## src/sv/mfdi_pkg.sv

```systemverilog
`timescale 1ns / 1ps
// ============================================================================
// mfdi_pkg
// Shared widths, constants and types of the meter frame demand integrator.
// ============================================================================
package mfdi_pkg;

    // Window geometry and the widths that follow from it.
    localparam int WINDOW_SLOTS = 15;
    localparam int ADDR_W       = $clog2(WINDOW_SLOTS);
    localparam int CNT_W        = $clog2(WINDOW_SLOTS + 1);
    localparam int SUM_W        = 16 + $clog2(WINDOW_SLOTS);

    // Scaling datapath.
    localparam int SCALE_W      = 24;
    localparam int SCALE_HALF_W = 12;
    localparam int PROD_W       = SUM_W + SCALE_HALF_W;
    localparam int WIDE_W       = (SUM_W + SCALE_W > 44) ? SUM_W + SCALE_W : 44;
    localparam int TOTAL_W      = 32;
    localparam int TOTAL_SHIFT  = 11;
    localparam int PHASE_W      = 16;

    // Divide by three, a few quotient bits per cycle.
    localparam int DIV3_BITS    = 4;
    localparam int DIV3_STEPS   = TOTAL_W / DIV3_BITS;
    localparam int DIV3_CNT_W   = $clog2(DIV3_STEPS);
    localparam logic [2:0] DIV3_DIVISOR = 3'd3;

    // Minute index: seconds elapsed divided by 60 through a reciprocal.
    localparam int IDX_W = 8;
    localparam logic [15:0] INTERVAL_SECONDS = 16'd900;
    localparam logic [15:0] DIV60_MULT       = 16'd34953;
    localparam int DIV60_SHIFT = 21;

    // Seconds-left marks for minute snapping and the pulse snapshot.
    localparam logic [11:0] SNAP_SECS_FIVE = 12'd600;
    localparam logic [11:0] SNAP_SECS_TEN  = 12'd300;
    localparam logic [11:0] SNAP_SECS_END  = 12'd0;
    localparam logic [11:0] SNAPSHOT_SECS_A = 12'd2;
    localparam logic [11:0] SNAPSHOT_SECS_B = 12'd3;

    // Tariff debounce length in frames.
    localparam logic [3:0] DEBOUNCE_FRAMES = 4'd10;

    // Configuration registers.
    localparam logic [SCALE_W-1:0] SCALE_RESET = 24'd65536;
    localparam logic REG_ACTIVE_SCALE   = 1'b0;
    localparam logic REG_REACTIVE_SCALE = 1'b1;

    // One window slot holds both energy lanes.
    typedef struct packed {
        logic [15:0] active;
        logic [15:0] reactive;
    } t_slot;

    // Decoded view of one frame.
    typedef struct packed {
        logic        chk_ok;
        logic        billing;
        logic        capacitive;
        logic        inductive;
        logic        snapshot;
        logic [5:0]  minute_out;
        logic [14:0] active_pulses;
        logic [14:0] reactive_pulses;
        logic [15:0] idx_num;
    } t_frame_info;

    // Sequencer strobes to one scaling lane.
    typedef struct packed {
        logic mul_lo;
        logic mul_hi;
        logic combine;
        logic div_step;
    } t_lane_ctrl;

endpackage

```

## src/sv/mfdi_frame_decode.sv

```systemverilog
`timescale 1ns / 1ps
// ============================================================================
// mfdi_frame_decode
// Checks a meter frame, unpacks its fields and snaps the minute.
// ============================================================================
module mfdi_frame_decode
    import mfdi_pkg::*;
(
    input  logic [7:0]  i_seconds_low,
    input  logic [7:0]  i_flags_seconds_high,
    input  logic [7:0]  i_tariff_post_byte,
    input  logic [7:0]  i_active_pulses_low,
    input  logic [7:0]  i_active_pulses_high,
    input  logic [7:0]  i_reactive_pulses_low,
    input  logic [7:0]  i_reactive_pulses_high,
    input  logic [7:0]  i_check_byte,
    input  logic [5:0]  i_current_minute,
    output t_frame_info o_info
);

    logic [7:0]  chk;
    logic        chk_ok;
    logic [11:0] secs;
    logic [5:0]  snapped;

    function automatic logic in_rng(input logic [5:0] m, input logic [5:0] lo,
                                    input logic [5:0] hi);
        return (m >= lo) && (m <= hi);
    endfunction

    // The check byte is the inverted XOR of the seven bytes before it.
    assign chk = ~(i_seconds_low ^ i_flags_seconds_high ^ i_tariff_post_byte ^
                   i_active_pulses_low ^ i_active_pulses_high ^
                   i_reactive_pulses_low ^ i_reactive_pulses_high);
    assign chk_ok = (chk == i_check_byte);
    assign secs   = {i_flags_seconds_high[3:0], i_seconds_low};

    // Snap the minute to a multiple of five at the three seconds-left marks.
    always_comb begin
        snapped = i_current_minute;
        if (secs == SNAP_SECS_FIVE) begin
            if (in_rng(i_current_minute, 6'd3, 6'd7))        snapped = 6'd5;
            else if (in_rng(i_current_minute, 6'd18, 6'd22)) snapped = 6'd20;
            else if (in_rng(i_current_minute, 6'd33, 6'd37)) snapped = 6'd35;
            else if (in_rng(i_current_minute, 6'd43, 6'd47)) snapped = 6'd45;
        end else if (secs == SNAP_SECS_TEN) begin
            if (in_rng(i_current_minute, 6'd8, 6'd12))       snapped = 6'd10;
            else if (in_rng(i_current_minute, 6'd23, 6'd27)) snapped = 6'd25;
            else if (in_rng(i_current_minute, 6'd38, 6'd42)) snapped = 6'd40;
            else if (in_rng(i_current_minute, 6'd53, 6'd57)) snapped = 6'd55;
        end else if (secs == SNAP_SECS_END) begin
            if (i_current_minute < 6'd3)                     snapped = 6'd0;
            else if (in_rng(i_current_minute, 6'd13, 6'd17)) snapped = 6'd15;
            else if (in_rng(i_current_minute, 6'd28, 6'd32)) snapped = 6'd30;
            else if (in_rng(i_current_minute, 6'd43, 6'd47)) snapped = 6'd45;
        end
    end

    // Flags read as zero and the minute passes raw on a bad frame.
    always_comb begin
        o_info.chk_ok          = chk_ok;
        o_info.billing         = chk_ok & i_flags_seconds_high[4];
        o_info.capacitive      = chk_ok & i_flags_seconds_high[6];
        o_info.inductive       = chk_ok & i_flags_seconds_high[7];
        o_info.snapshot        = chk_ok & ((secs == SNAPSHOT_SECS_A) ||
                                           (secs == SNAPSHOT_SECS_B));
        o_info.minute_out      = chk_ok ? snapped : i_current_minute;
        o_info.active_pulses   = {i_active_pulses_high[6:0], i_active_pulses_low};
        o_info.reactive_pulses = {i_reactive_pulses_high[6:0], i_reactive_pulses_low};
        o_info.idx_num         = 16'(INTERVAL_SECONDS - {4'b0, secs});
    end

endmodule

```

## src/sv/mfdi_window_mem.sv

```systemverilog
`timescale 1ns / 1ps
// ============================================================================
// mfdi_window_mem
// Demand window store: one slot per minute, both lanes in one word.
// ============================================================================
module mfdi_window_mem
    import mfdi_pkg::*;
(
    input  logic              i_clk,
    input  logic              i_rst_n,
    input  logic              i_clear,
    input  logic              i_rd_en,
    input  logic [ADDR_W-1:0] i_rd_addr,
    output t_slot             o_rd_data,
    input  logic              i_wr_en,
    input  logic [ADDR_W-1:0] i_wr_addr,
    input  t_slot             i_wr_data
);

    t_slot                   r_mem [WINDOW_SLOTS];
    logic [WINDOW_SLOTS-1:0] r_valid;
    t_slot                   r_rd_data;
    logic                    r_rd_valid;

    // Synchronous write port and registered read port.
    always_ff @(posedge i_clk) begin
        if (i_wr_en) begin
            r_mem[i_wr_addr] <= i_wr_data;
        end
        if (i_rd_en) begin
            r_rd_data <= r_mem[i_rd_addr];
        end
    end

    // Valid bits make a cleared slot read as zero without a sweep.
    always_ff @(posedge i_clk) begin
        if (!i_rst_n) begin
            r_valid    <= '0;
            r_rd_valid <= 1'b0;
        end else begin
            if (i_clear) begin
                r_valid <= '0;
            end else if (i_wr_en) begin
                r_valid[i_wr_addr] <= 1'b1;
            end
            if (i_rd_en) begin
                r_rd_valid <= r_valid[i_rd_addr];
            end
        end
    end

    assign o_rd_data = r_rd_valid ? r_rd_data : '0;

`ifndef SYNTH
    a_no_rw_same_slot: assert property (@(posedge i_clk) disable iff (!i_rst_n)
        (i_rd_en && i_wr_en) |-> (i_rd_addr != i_wr_addr))
        else $error("window read and write hit the same slot");
    a_clear_alone: assert property (@(posedge i_clk) disable iff (!i_rst_n)
        i_clear |-> (!i_wr_en && !i_rd_en))
        else $error("window clear overlaps an access");
    a_rd_addr_range: assert property (@(posedge i_clk) disable iff (!i_rst_n)
        i_rd_en |-> (i_rd_addr <= ADDR_W'(WINDOW_SLOTS - 1)))
        else $error("window read beyond last slot");
`endif

endmodule

```

## src/sv/mfdi_scale_lane.sv

```systemverilog
`timescale 1ns / 1ps
// ============================================================================
// mfdi_scale_lane
// Scales one window sum by a Q8.16 gain times 32, saturates, divides by 3.
// ============================================================================
module mfdi_scale_lane
    import mfdi_pkg::*;
(
    input  logic               i_clk,
    input  logic               i_rst_n,
    input  t_lane_ctrl         i_ctrl,
    input  logic [SUM_W-1:0]   i_sum,
    input  logic [SCALE_W-1:0] i_scale,
    output logic [TOTAL_W-1:0] o_total,
    output logic [PHASE_W-1:0] o_per_phase
);

    logic [PROD_W-1:0]    r_prod_lo;
    logic [PROD_W-1:0]    r_prod_hi;
    logic [WIDE_W-1:0]    wide;
    logic                 sat;
    logic [TOTAL_W-1:0]   sat_total;
    logic [TOTAL_W-1:0]   r_total;
    logic [TOTAL_W-1:0]   r_div_src;
    logic [1:0]           r_div_rem;
    logic [1:0]           rem;
    logic [2:0]           trial;
    logic [DIV3_BITS-1:0] quot_bits;
    logic [PHASE_W-1:0]   r_phase;

    // Join the two partial products and drop the Q16 fraction less the x32.
    always_comb begin
        wide      = (WIDE_W'(r_prod_hi) << SCALE_HALF_W) + WIDE_W'(r_prod_lo);
        sat       = |wide[WIDE_W-1:TOTAL_W+TOTAL_SHIFT];
        sat_total = sat ? '1 : wide[TOTAL_SHIFT +: TOTAL_W];
    end

    // Restoring division by three over the next few bits, MSB first.
    always_comb begin
        rem = r_div_rem;
        for (int k = 0; k < DIV3_BITS; k++) begin
            trial = {rem, r_div_src[TOTAL_W-1-k]};
            if (trial >= DIV3_DIVISOR) begin
                quot_bits[DIV3_BITS-1-k] = 1'b1;
                rem = 2'(trial - DIV3_DIVISOR);
            end else begin
                quot_bits[DIV3_BITS-1-k] = 1'b0;
                rem = trial[1:0];
            end
        end
    end

    // Held total and per-phase value.
    always_ff @(posedge i_clk) begin
        if (!i_rst_n) begin
            r_total <= '0;
            r_phase <= '0;
        end else begin
            if (i_ctrl.combine) begin
                r_total <= sat_total;
            end
            if (i_ctrl.div_step) begin
                r_phase <= {r_phase[PHASE_W-1-DIV3_BITS:0], quot_bits};
            end
        end
    end

    // Partial products and divider working registers.
    always_ff @(posedge i_clk) begin
        if (i_ctrl.mul_lo) begin
            r_prod_lo <= PROD_W'(i_sum) * PROD_W'(i_scale[SCALE_HALF_W-1:0]);
        end
        if (i_ctrl.mul_hi) begin
            r_prod_hi <= PROD_W'(i_sum) * PROD_W'(i_scale[SCALE_W-1:SCALE_HALF_W]);
        end
        if (i_ctrl.combine) begin
            r_div_src <= sat_total;
            r_div_rem <= 2'b0;
        end else if (i_ctrl.div_step) begin
            r_div_src <= r_div_src << DIV3_BITS;
            r_div_rem <= rem;
        end
    end

    assign o_total     = r_total;
    assign o_per_phase = r_phase;

endmodule

```

## src/sv/meter_frame_demand_integrator.sv

```systemverilog
// Order: an accepted item is checked and decoded and its minute index formed;
// a new minute index in range then sweeps the window, multiplies and divides.
// Throughput: one item at a time; the window sweep (one slot read and written
// back per cycle) is followed by the low and high multiply and eight-step divide.
// Reset: synchronous, active low; windows read as zero and the gains load 1.0.
`timescale 1ns / 1ps
// ============================================================================
// meter_frame_demand_integrator
// Checks meter frames, tracks per-minute energy in a demand window and
// gives the scaled window totals.
// ============================================================================
module meter_frame_demand_integrator
    import mfdi_pkg::*;
(
    input  logic        i_clk,
    input  logic        i_rst_n,
    // Configuration port.
    input  logic        psel,
    input  logic        penable,
    input  logic        pwrite,
    input  logic [2:0]  paddr,
    input  logic [31:0] pwdata,
    output logic [31:0] prdata,
    output logic        pready,
    // Input item.
    input  logic        i_in_valid,
    output logic        o_in_ready,
    input  logic [7:0]  i_seconds_low,
    input  logic [7:0]  i_flags_seconds_high,
    input  logic [7:0]  i_tariff_post_byte,
    input  logic [7:0]  i_active_pulses_low,
    input  logic [7:0]  i_active_pulses_high,
    input  logic [7:0]  i_reactive_pulses_low,
    input  logic [7:0]  i_reactive_pulses_high,
    input  logic [7:0]  i_check_byte,
    input  logic [5:0]  i_current_minute,
    // Result item.
    output logic        o_out_valid,
    input  logic        i_out_ready,
    output logic        o_checksum_error,
    output logic        o_billing_flag,
    output logic        o_capacitive_tariff,
    output logic        o_inductive_tariff,
    output logic [5:0]  o_minute_out,
    output logic        o_window_cleared,
    output logic        o_slot_updated,
    output logic        o_snapshot_taken,
    output logic [31:0] o_active_total,
    output logic [31:0] o_reactive_total,
    output logic [15:0] o_active_per_phase,
    output logic [15:0] o_reactive_per_phase
);

    localparam logic [3:0] S_IDLE   = 4'd0;
    localparam logic [3:0] S_DEC    = 4'd1;
    localparam logic [3:0] S_IDX    = 4'd2;
    localparam logic [3:0] S_SWEEP  = 4'd3;
    localparam logic [3:0] S_MUL_LO = 4'd4;
    localparam logic [3:0] S_MUL_HI = 4'd5;
    localparam logic [3:0] S_COMB   = 4'd6;
    localparam logic [3:0] S_DIV    = 4'd7;
    localparam logic [3:0] S_OUT    = 4'd8;

    logic [3:0]            r_state;
    logic [3:0]            n_state;

    // Captured frame.
    logic [7:0]            r_seconds_low;
    logic [7:0]            r_flags_seconds_high;
    logic [7:0]            r_tariff_post_byte;
    logic [7:0]            r_active_pulses_low;
    logic [7:0]            r_active_pulses_high;
    logic [7:0]            r_reactive_pulses_low;
    logic [7:0]            r_reactive_pulses_high;
    logic [7:0]            r_check_byte;
    logic [5:0]            r_current_minute;
    t_frame_info           info;

    // Frame history.
    logic [IDX_W-1:0]      r_last_idx;
    logic [14:0]           r_last_pa;
    logic [14:0]           r_last_pr;
    logic [15:0]           r_last_ea;
    logic [15:0]           r_last_er;
    logic [3:0]            r_tariff_cnt;
    logic [3:0]            n_tariff_cnt;
    logic                  r_last_ind;
    logic                  n_last_ind;
    logic                  deb_clear;

    // Minute index and deltas.
    logic [31:0]           r_idx_prod;
    logic [IDX_W-1:0]      idx_now;
    logic                  idx_new;
    logic                  idx_in_range;
    logic [IDX_W-1:0]      r_idx;
    logic [15:0]           delta_a;
    logic [15:0]           delta_r;
    logic [15:0]           r_delta_a;
    logic [15:0]           r_delta_r;
    logic                  r_cleared;
    logic                  r_updated;

    // Window sweep.
    logic [CNT_W-1:0]      r_cnt;
    logic                  rd_en;
    logic [ADDR_W-1:0]     rd_addr;
    t_slot                 rd_data;
    logic                  r_wb_pend;
    logic [ADDR_W-1:0]     r_wb_addr;
    logic [IDX_W-1:0]      wb_idx;
    logic                  wb_hit;
    logic                  wb_tail;
    logic                  wr_en;
    t_slot                 wb_data;
    logic [SUM_W-1:0]      r_sum_a;
    logic [SUM_W-1:0]      r_sum_r;
    logic                  mem_clear;

    // Scaling.
    t_lane_ctrl            lane_ctrl;
    logic [DIV3_CNT_W-1:0] r_div_cnt;
    logic [TOTAL_W-1:0]    act_total;
    logic [TOTAL_W-1:0]    react_total;
    logic [PHASE_W-1:0]    act_phase;
    logic [PHASE_W-1:0]    react_phase;

    // Configuration and output register.
    logic [SCALE_W-1:0]    r_active_scale;
    logic [SCALE_W-1:0]    r_reactive_scale;
    logic                  cfg_wr;
    logic                  accept;
    logic                  out_free;
    logic                  r_out_valid;
    logic                  r_o_checksum_error;
    logic                  r_o_billing_flag;
    logic                  r_o_capacitive_tariff;
    logic                  r_o_inductive_tariff;
    logic [5:0]            r_o_minute_out;
    logic                  r_o_window_cleared;
    logic                  r_o_slot_updated;
    logic                  r_o_snapshot_taken;
    logic [31:0]           r_o_active_total;
    logic [31:0]           r_o_reactive_total;
    logic [15:0]           r_o_active_per_phase;
    logic [15:0]           r_o_reactive_per_phase;

    mfdi_frame_decode u_decode (
        .i_seconds_low          (r_seconds_low),
        .i_flags_seconds_high   (r_flags_seconds_high),
        .i_tariff_post_byte     (r_tariff_post_byte),
        .i_active_pulses_low    (r_active_pulses_low),
        .i_active_pulses_high   (r_active_pulses_high),
        .i_reactive_pulses_low  (r_reactive_pulses_low),
        .i_reactive_pulses_high (r_reactive_pulses_high),
        .i_check_byte           (r_check_byte),
        .i_current_minute       (r_current_minute),
        .o_info                 (info)
    );

    // Configuration registers; the APB port never stalls.
    assign pready = 1'b1;
    assign cfg_wr = psel && penable && pwrite;

    always_comb begin
        unique case (paddr[2])
            REG_ACTIVE_SCALE:   prdata = {8'b0, r_active_scale};
            REG_REACTIVE_SCALE: prdata = {8'b0, r_reactive_scale};
            default:            prdata = '0;
        endcase
    end

    // Handshakes.
    assign o_in_ready = (r_state == S_IDLE);
    assign accept     = i_in_valid && o_in_ready;
    assign out_free   = !r_out_valid || i_out_ready;

    // Tariff debounce: a confirmed change of the inductive bit clears the window.
    always_comb begin
        n_tariff_cnt = r_tariff_cnt;
        n_last_ind   = r_last_ind;
        deb_clear    = 1'b0;
        if (info.inductive != r_last_ind) begin
            n_tariff_cnt = r_tariff_cnt + 4'd1;
            if (n_tariff_cnt == DEBOUNCE_FRAMES) begin
                n_tariff_cnt = 4'd0;
                deb_clear    = 1'b1;
            end
        end else begin
            n_tariff_cnt = 4'd0;
        end
        if (n_tariff_cnt == 4'd0) begin
            n_last_ind = info.inductive;
        end
    end

    // Minute index from the registered reciprocal product, and pulse deltas.
    always_comb begin
        idx_now      = r_idx_prod[DIV60_SHIFT +: IDX_W];
        idx_new      = (idx_now != r_last_idx);
        idx_in_range = (idx_now < IDX_W'(WINDOW_SLOTS));
        if (info.active_pulses > r_last_pa) begin
            delta_a = {1'b0, 15'(info.active_pulses - r_last_pa)};
        end else if (info.active_pulses < r_last_pa) begin
            delta_a = r_last_ea;
        end else begin
            delta_a = '0;
        end
        if (info.reactive_pulses > r_last_pr) begin
            delta_r = {1'b0, 15'(info.reactive_pulses - r_last_pr)};
        end else if (info.reactive_pulses < r_last_pr) begin
            delta_r = r_last_er;
        end else begin
            delta_r = '0;
        end
    end

    // Sweep: read slot n while slot n-1 is modified and written back.
    always_comb begin
        rd_en   = (r_state == S_SWEEP) && (r_cnt < CNT_W'(WINDOW_SLOTS));
        rd_addr = r_cnt[ADDR_W-1:0];
        wr_en   = (r_state == S_SWEEP) && r_wb_pend;
        wb_idx  = {{(IDX_W - ADDR_W){1'b0}}, r_wb_addr};
        wb_hit  = (wb_idx == r_idx);
        wb_tail = (r_wb_addr == '0) || (wb_idx >= r_idx);
        wb_data.active   = (wb_hit || ((r_delta_a != '0) && wb_tail)) ?
                           r_delta_a : rd_data.active;
        wb_data.reactive = (wb_hit || ((r_delta_r != '0) && wb_tail)) ?
                           r_delta_r : rd_data.reactive;
        mem_clear = (r_state == S_DEC) && info.chk_ok && deb_clear;
    end

    mfdi_window_mem u_window (
        .i_clk     (i_clk),
        .i_rst_n   (i_rst_n),
        .i_clear   (mem_clear),
        .i_rd_en   (rd_en),
        .i_rd_addr (rd_addr),
        .o_rd_data (rd_data),
        .i_wr_en   (wr_en),
        .i_wr_addr (r_wb_addr),
        .i_wr_data (wb_data)
    );

    // Lane strobes.
    always_comb begin
        lane_ctrl.mul_lo   = (r_state == S_MUL_LO);
        lane_ctrl.mul_hi   = (r_state == S_MUL_HI);
        lane_ctrl.combine  = (r_state == S_COMB);
        lane_ctrl.div_step = (r_state == S_DIV);
    end

    mfdi_scale_lane u_active_lane (
        .i_clk       (i_clk),
        .i_rst_n     (i_rst_n),
        .i_ctrl      (lane_ctrl),
        .i_sum       (r_sum_a),
        .i_scale     (r_active_scale),
        .o_total     (act_total),
        .o_per_phase (act_phase)
    );

    mfdi_scale_lane u_reactive_lane (
        .i_clk       (i_clk),
        .i_rst_n     (i_rst_n),
        .i_ctrl      (lane_ctrl),
        .i_sum       (r_sum_r),
        .i_scale     (r_reactive_scale),
        .o_total     (react_total),
        .o_per_phase (react_phase)
    );

    // Sequencer next state.
    always_comb begin
        n_state = r_state;
        unique case (r_state)
            S_IDLE: begin
                if (i_in_valid) begin
                    n_state = S_DEC;
                end
            end
            S_DEC:    n_state = info.chk_ok ? S_IDX : S_OUT;
            S_IDX:    n_state = (idx_new && idx_in_range) ? S_SWEEP : S_OUT;
            S_SWEEP: begin
                if (r_cnt == CNT_W'(WINDOW_SLOTS)) begin
                    n_state = S_MUL_LO;
                end
            end
            S_MUL_LO: n_state = S_MUL_HI;
            S_MUL_HI: n_state = S_COMB;
            S_COMB:   n_state = S_DIV;
            S_DIV: begin
                if (r_div_cnt == DIV3_CNT_W'(DIV3_STEPS - 1)) begin
                    n_state = S_OUT;
                end
            end
            S_OUT: begin
                if (out_free) begin
                    n_state = S_IDLE;
                end
            end
            default:  n_state = S_IDLE;
        endcase
    end

    // Control and history registers.
    always_ff @(posedge i_clk) begin
        if (!i_rst_n) begin
            r_state          <= S_IDLE;
            r_last_idx       <= '0;
            r_last_pa        <= '0;
            r_last_pr        <= '0;
            r_last_ea        <= '0;
            r_last_er        <= '0;
            r_tariff_cnt     <= '0;
            r_last_ind       <= 1'b0;
            r_cleared        <= 1'b0;
            r_updated        <= 1'b0;
            r_cnt            <= '0;
            r_wb_pend        <= 1'b0;
            r_div_cnt        <= '0;
            r_out_valid      <= 1'b0;
            r_active_scale   <= SCALE_RESET;
            r_reactive_scale <= SCALE_RESET;
        end else begin
            r_state   <= n_state;
            r_wb_pend <= rd_en;

            if (cfg_wr) begin
                unique case (paddr[2])
                    REG_ACTIVE_SCALE:   r_active_scale   <= pwdata[SCALE_W-1:0];
                    REG_REACTIVE_SCALE: r_reactive_scale <= pwdata[SCALE_W-1:0];
                    default: ;
                endcase
            end

            if (r_state == S_DEC) begin
                r_updated <= 1'b0;
                r_cleared <= info.chk_ok && deb_clear;
                if (info.chk_ok) begin
                    r_tariff_cnt <= n_tariff_cnt;
                    r_last_ind   <= n_last_ind;
                end
            end

            if ((r_state == S_IDX) && idx_new) begin
                r_last_idx <= idx_now;
                r_last_pa  <= info.active_pulses;
                r_last_pr  <= info.reactive_pulses;
                r_last_ea  <= delta_a;
                r_last_er  <= delta_r;
                if (idx_in_range) begin
                    r_updated <= 1'b1;
                    r_cnt     <= '0;
                end
            end

            if (rd_en) begin
                r_cnt <= r_cnt + CNT_W'(1);
            end

            if (r_state == S_COMB) begin
                r_div_cnt <= '0;
            end else if (r_state == S_DIV) begin
                r_div_cnt <= r_div_cnt + DIV3_CNT_W'(1);
            end

            if ((r_state == S_OUT) && out_free) begin
                r_out_valid <= 1'b1;
            end else if (i_out_ready) begin
                r_out_valid <= 1'b0;
            end
        end
    end

    // Datapath registers.
    always_ff @(posedge i_clk) begin
        if (accept) begin
            r_seconds_low          <= i_seconds_low;
            r_flags_seconds_high   <= i_flags_seconds_high;
            r_tariff_post_byte     <= i_tariff_post_byte;
            r_active_pulses_low    <= i_active_pulses_low;
            r_active_pulses_high   <= i_active_pulses_high;
            r_reactive_pulses_low  <= i_reactive_pulses_low;
            r_reactive_pulses_high <= i_reactive_pulses_high;
            r_check_byte           <= i_check_byte;
            r_current_minute       <= i_current_minute;
        end

        if (r_state == S_DEC) begin
            r_idx_prod <= {16'b0, info.idx_num} * {16'b0, DIV60_MULT};
        end

        if (r_state == S_IDX) begin
            r_idx     <= idx_now;
            r_delta_a <= delta_a;
            r_delta_r <= delta_r;
            r_sum_a   <= '0;
            r_sum_r   <= '0;
        end

        if (rd_en) begin
            r_wb_addr <= rd_addr;
        end

        if (wr_en) begin
            r_sum_a <= r_sum_a + SUM_W'(wb_data.active);
            r_sum_r <= r_sum_r + SUM_W'(wb_data.reactive);
        end

        if ((r_state == S_OUT) && out_free) begin
            r_o_checksum_error     <= !info.chk_ok;
            r_o_billing_flag       <= info.billing;
            r_o_capacitive_tariff  <= info.capacitive;
            r_o_inductive_tariff   <= info.inductive;
            r_o_minute_out         <= info.minute_out;
            r_o_window_cleared     <= r_cleared;
            r_o_slot_updated       <= r_updated;
            r_o_snapshot_taken     <= info.snapshot;
            r_o_active_total       <= act_total;
            r_o_reactive_total     <= react_total;
            r_o_active_per_phase   <= act_phase;
            r_o_reactive_per_phase <= react_phase;
        end
    end

    assign o_out_valid          = r_out_valid;
    assign o_checksum_error     = r_o_checksum_error;
    assign o_billing_flag       = r_o_billing_flag;
    assign o_capacitive_tariff  = r_o_capacitive_tariff;
    assign o_inductive_tariff   = r_o_inductive_tariff;
    assign o_minute_out         = r_o_minute_out;
    assign o_window_cleared     = r_o_window_cleared;
    assign o_slot_updated       = r_o_slot_updated;
    assign o_snapshot_taken     = r_o_snapshot_taken;
    assign o_active_total       = r_o_active_total;
    assign o_reactive_total     = r_o_reactive_total;
    assign o_active_per_phase   = r_o_active_per_phase;
    assign o_reactive_per_phase = r_o_reactive_per_phase;

`ifndef SYNTH
    a_debounce_bound: assert property (@(posedge i_clk) disable iff (!i_rst_n)
        r_tariff_cnt < DEBOUNCE_FRAMES)
        else $error("tariff debounce count passed its limit");
    a_writeback_follows_read: assert property (@(posedge i_clk) disable iff (!i_rst_n)
        wr_en |-> $past(rd_en))
        else $error("window write-back without a preceding read");
    a_update_in_range: assert property (@(posedge i_clk) disable iff (!i_rst_n)
        ((r_state == S_OUT) && r_updated) |-> (r_idx < IDX_W'(WINDOW_SLOTS)))
        else $error("slot update reported for an index outside the window");
`endif

endmodule
```

## config.mk

```make
export PLATFORM = sky130hd
export DESIGN_NAME = meter_frame_demand_integrator
export DESIGN_NICKNAME = d
export VERILOG_FILES = /design/src/sv/mfdi_pkg.sv /design/src/sv/mfdi_frame_decode.sv /design/src/sv/mfdi_window_mem.sv /design/src/sv/mfdi_scale_lane.sv /design/src/sv/meter_frame_demand_integrator.sv
export SDC_FILE = /design/constraint.sdc
export NUM_CORES = 2
export LEC_CHECK = 0
export BUFFER_PORTS_ARGS = -buffer_cell sky130_fd_sc_hd__buf_2
export CAP_MARGIN = 20
export CORE_ASPECT_RATIO = 0.9
export CORE_MARGIN = 3
export CORE_UTILIZATION = 69
export DETAILED_ROUTE_END_ITERATION = 10
export PLACE_DENSITY = 0.87
export REMOVE_ABC_BUFFERS = 1
export SLEW_MARGIN = 5
export SYNTH_ARGS = -nofsm -noshare
export SYNTH_HDL_FRONTEND = slang
export SYNTH_SLANG_ARGS = --single-unit
```

## constraint.sdc

```tcl
create_clock -name i_clk -period 19.9 [get_ports i_clk]
set_input_delay 3.98 -clock i_clk [delete_from_list [all_inputs] [get_ports i_clk]]
set_output_delay 3.98 -clock i_clk [all_outputs]
set_load 0.03 [all_outputs]
```

==> run metrics <==
CP required=15,920 ps; Synth Instances=7,434; total congestion overflow=0; Finished Cell Area=0.0889 mm²; CTS tree=yes; RSZ-0062 raised after global routing=false; die width=370 µm; Skew-Pair Late Insertion Delay=750 ps; Final ANT Viol Nets=0; asr flop ratio synth=0%; post-CTS setup buffer count=0; initial antenna violation count=9; post-layout total power=5.87 mW; global-route wire length before repair=337 mm; CTS Buf Count=116; cell area power density=66.1 mW/mm²; DR iter-0 viols=7,324; PortBufs=236; Final Hold Viols=0; H-tree depth=3; fmax=110 MHz; vias in the first global route=61,000; placed cell area=0.0848 mm²; Final nets=8,886; WS Path Type=in2out; die height=333 µm; yosys warns=0; Max Fanout on Critical Path=27; WL/cell=23.6 µm; Fin Setup TNS=0 ps; Worst-Margin Slew=1250 ps; Vias/cell=6.40; XOR/XNOR share of the synthesized area=2.75%; fillcell total=6,705; Peak VDD IR=100 µV; max-slew violations=0; DRT Pass-1 Iters=8; post-synthesis mux area share=4.93%; Yosys cell types=94; relative slew slack=16.5%; Post-Layout Cell Count=9,237; skew final=44.0 ps; fin crit period=9100 ps; die area=0.123 mm²; simple-gate share of the synthesized area=12.0%; placed wire-length estimate=143 mm; FF+latch count, synth=1,207; post-route clock period utilization=45.7%; CTS Root Cell=clkbuf_16; Max Cap Viol=0; GPL Wtd Cong=0.911; total core area=0.117 mm²; Starting Density=69.9%; WL final=218 mm; sequential element share of the synthesized area=41.1%; DR vias=59,100; min-delay worst type=reg2reg; Worst Path Arrival=5120 ps; syn avg cell area=11.0 µm²; Setup Viol. Count Final=0; main combinational cell family by area after synthesis=adder cells; clk buf depth=3; WHS=419 ps; clock sink count=1,207; Main synth FF type=edfxtp_1; row count=119; Area growth, synth to finish=8.30%; total track usage=35.4%; Cells after DPL=8,998; Residual DRC=0; Compound-Gate Fraction of Synth Area=7.51%; setup ws final=10,800 ps; io pins=256; share of layout cells above drive strength 1=10.5%; post-CTS sizing=0; nature of the critical path startpoint=input pin; post-synthesis cell area=0.0821 mm²; dpl ws=10,840 ps; final core occ=75.7%; largest net degree at the start of global routing=80; CP endpoint kind=primary output; hold buffers post-CTS=0; Post-synth EDFFs=953; status=completed; Leakage=37.4 nW; Post-Synth Adder-Cell Area=25.3%; Seq. cell area=0.0337 mm²; area of the multi-input gates=0.0433 mm²; clk slew on worst S/H paths=70 ps
-- cells in the final DEF, fill, tap and decap left out, drive strengths merged, types with 10 or more instances in the layout --
cell type / Yosys / routed
a31oi: 28 / 28
ha: 479 / 479
o31ai: 24 / 24
o21bai: 17 / 17
clkinv: 1 / 46
a21o: 59 / 59
nand2: 1081 / 1081
a21oi: 275 / 275
fa: 739 / 739
or3: 26 / 26
nor3: 72 / 72
and2: 299 / 299
xnor2: 173 / 173
a21boi: 92 / 92
nor4: 36 / 36
nor2b: 93 / 93
edfxtp: 953 / 953
nand2b: 32 / 32
a211oi: 20 / 20
nor3b: 10 / 10
buf: 63 / 362
o21a: 55 / 55
inv: 1025 / 1034
nand4: 25 / 25
and3: 32 / 32
nand3: 60 / 60
xor2: 85 / 85
clkbuf: 302 / 153
mux2: 41 / 41
a31o: 10 / 10
mux2i: 61 / 61
o211ai: 23 / 23
mux4: 132 / 132
nor2: 360 / 360
dfxtp: 254 / 254
o21ai: 259 / 259
-- synth_stat cells, types with 88 or more instances --
library cell	instances	area, µm²
xnor2_1	173	1520
nor2b_1	93	582
ha_1	479	5990
nor2_1	359	1350
dfxtp_1	254	5080
edfxtp_1	953	28600
and2_1	299	1870
inv_1	1024	3840
a21boi_0	88	661
o21ai_0	253	1270
mux4_2	132	2970
clkbuf_1	301	1130
a21oi_1	272	1360
nand2_1	1080	4050
fa_1	739	14800
-- per-layer routing --
metal | share of wire [%] | track usage, % | wire, µm
met1 | 35 | 45.4 | 76800
met2 | 47 | 56.6 | 102000
met3 | 13 | 10.6 | 28200
met4 | 4.8 | 14.9 | 10500
met5 | 0.047 | 0 | 103
-- path summary, 6_finish.rpt --
check / depth (start not counted) / end / slack (ps) / from
setup / recovery: 3 / prdata[21] / 10800 / paddr[2]
hold / removal: 0 / o_active_total[29] / 420 / u_active_lane.o_total[29]
setup reg to reg: 19 / u_active_lane.r_prod_lo[31] / 12870 / r_active_scale[7]
hold reg to reg: 0 / o_active_total[29] / 420 / u_active_lane.o_total[29]
-- power breakdown --
| group | internal [mW] | leakage (nW) | total (mW) | switching [mW] |
|---|---|---|---|---|
| registers | 2.75 | 10.9 | 2.80 | 0.0472 |
| logic | 0.360 | 24.6 | 0.849 | 0.489 |
| clock network | 1.23 | 1.86 | 2.23 | 0.997 |
-- flip-flops by register name (all words and copies together) (netlist names), 20 cells and up --
name / count
u_window.r_mem: 480
o_active_total: 32
o_reactive_total: 32
u_active_lane.o_total: 32
u_active_lane.r_div_src: 32
u_active_lane.r_prod_hi: 32
u_reactive_lane.o_total: 32
u_reactive_lane.r_div_src: 32
u_reactive_lane.r_prod_hi: 32
u_window.r_rd_data: 32
r_active_scale: 24
r_reactive_scale: 24
u_active_lane.r_prod_lo: 21
u_reactive_lane.r_prod_lo: 21
r_sum_a: 20
r_sum_r: 20
-- cells by family (layout without fill, tap and decap cells) --
group                    after synthesis  in the layout
flip-flops                          1207           1207
XOR/XNOR                             258            258
other                                  2             14
adder cells (fa/ha/maj)             1218           1218
AND/OR/NAND/NOR                     2157           2157
multiplexers                         234            234
AO/OA/AOI/OAI                        967            967
buffers and inverters               1391           1609
-- worst max-delay path: stages --
cell and delay [ps]:
buf_2 510, mux2_2 430, buf_2 180
-- area by class of cell --
| class | instances | area share, % |
|---|---|---|
| Clock buffer | 153 | 3.55 |
| Clock inverter | 68 | 0.725 |
| Tap cell | 1573 | 2.21 |
| Timing Repair Buffer | 362 | 2.54 |
| Sequential cell | 1207 | 37.9 |
| Multi-Input combinational cell | 4843 | 48.7 |
| Antenna cell | 5 | 0.0141 |
| Inverter | 1026 | 4.33 |
No activity file was read; power rests on OpenSTA's default activity.
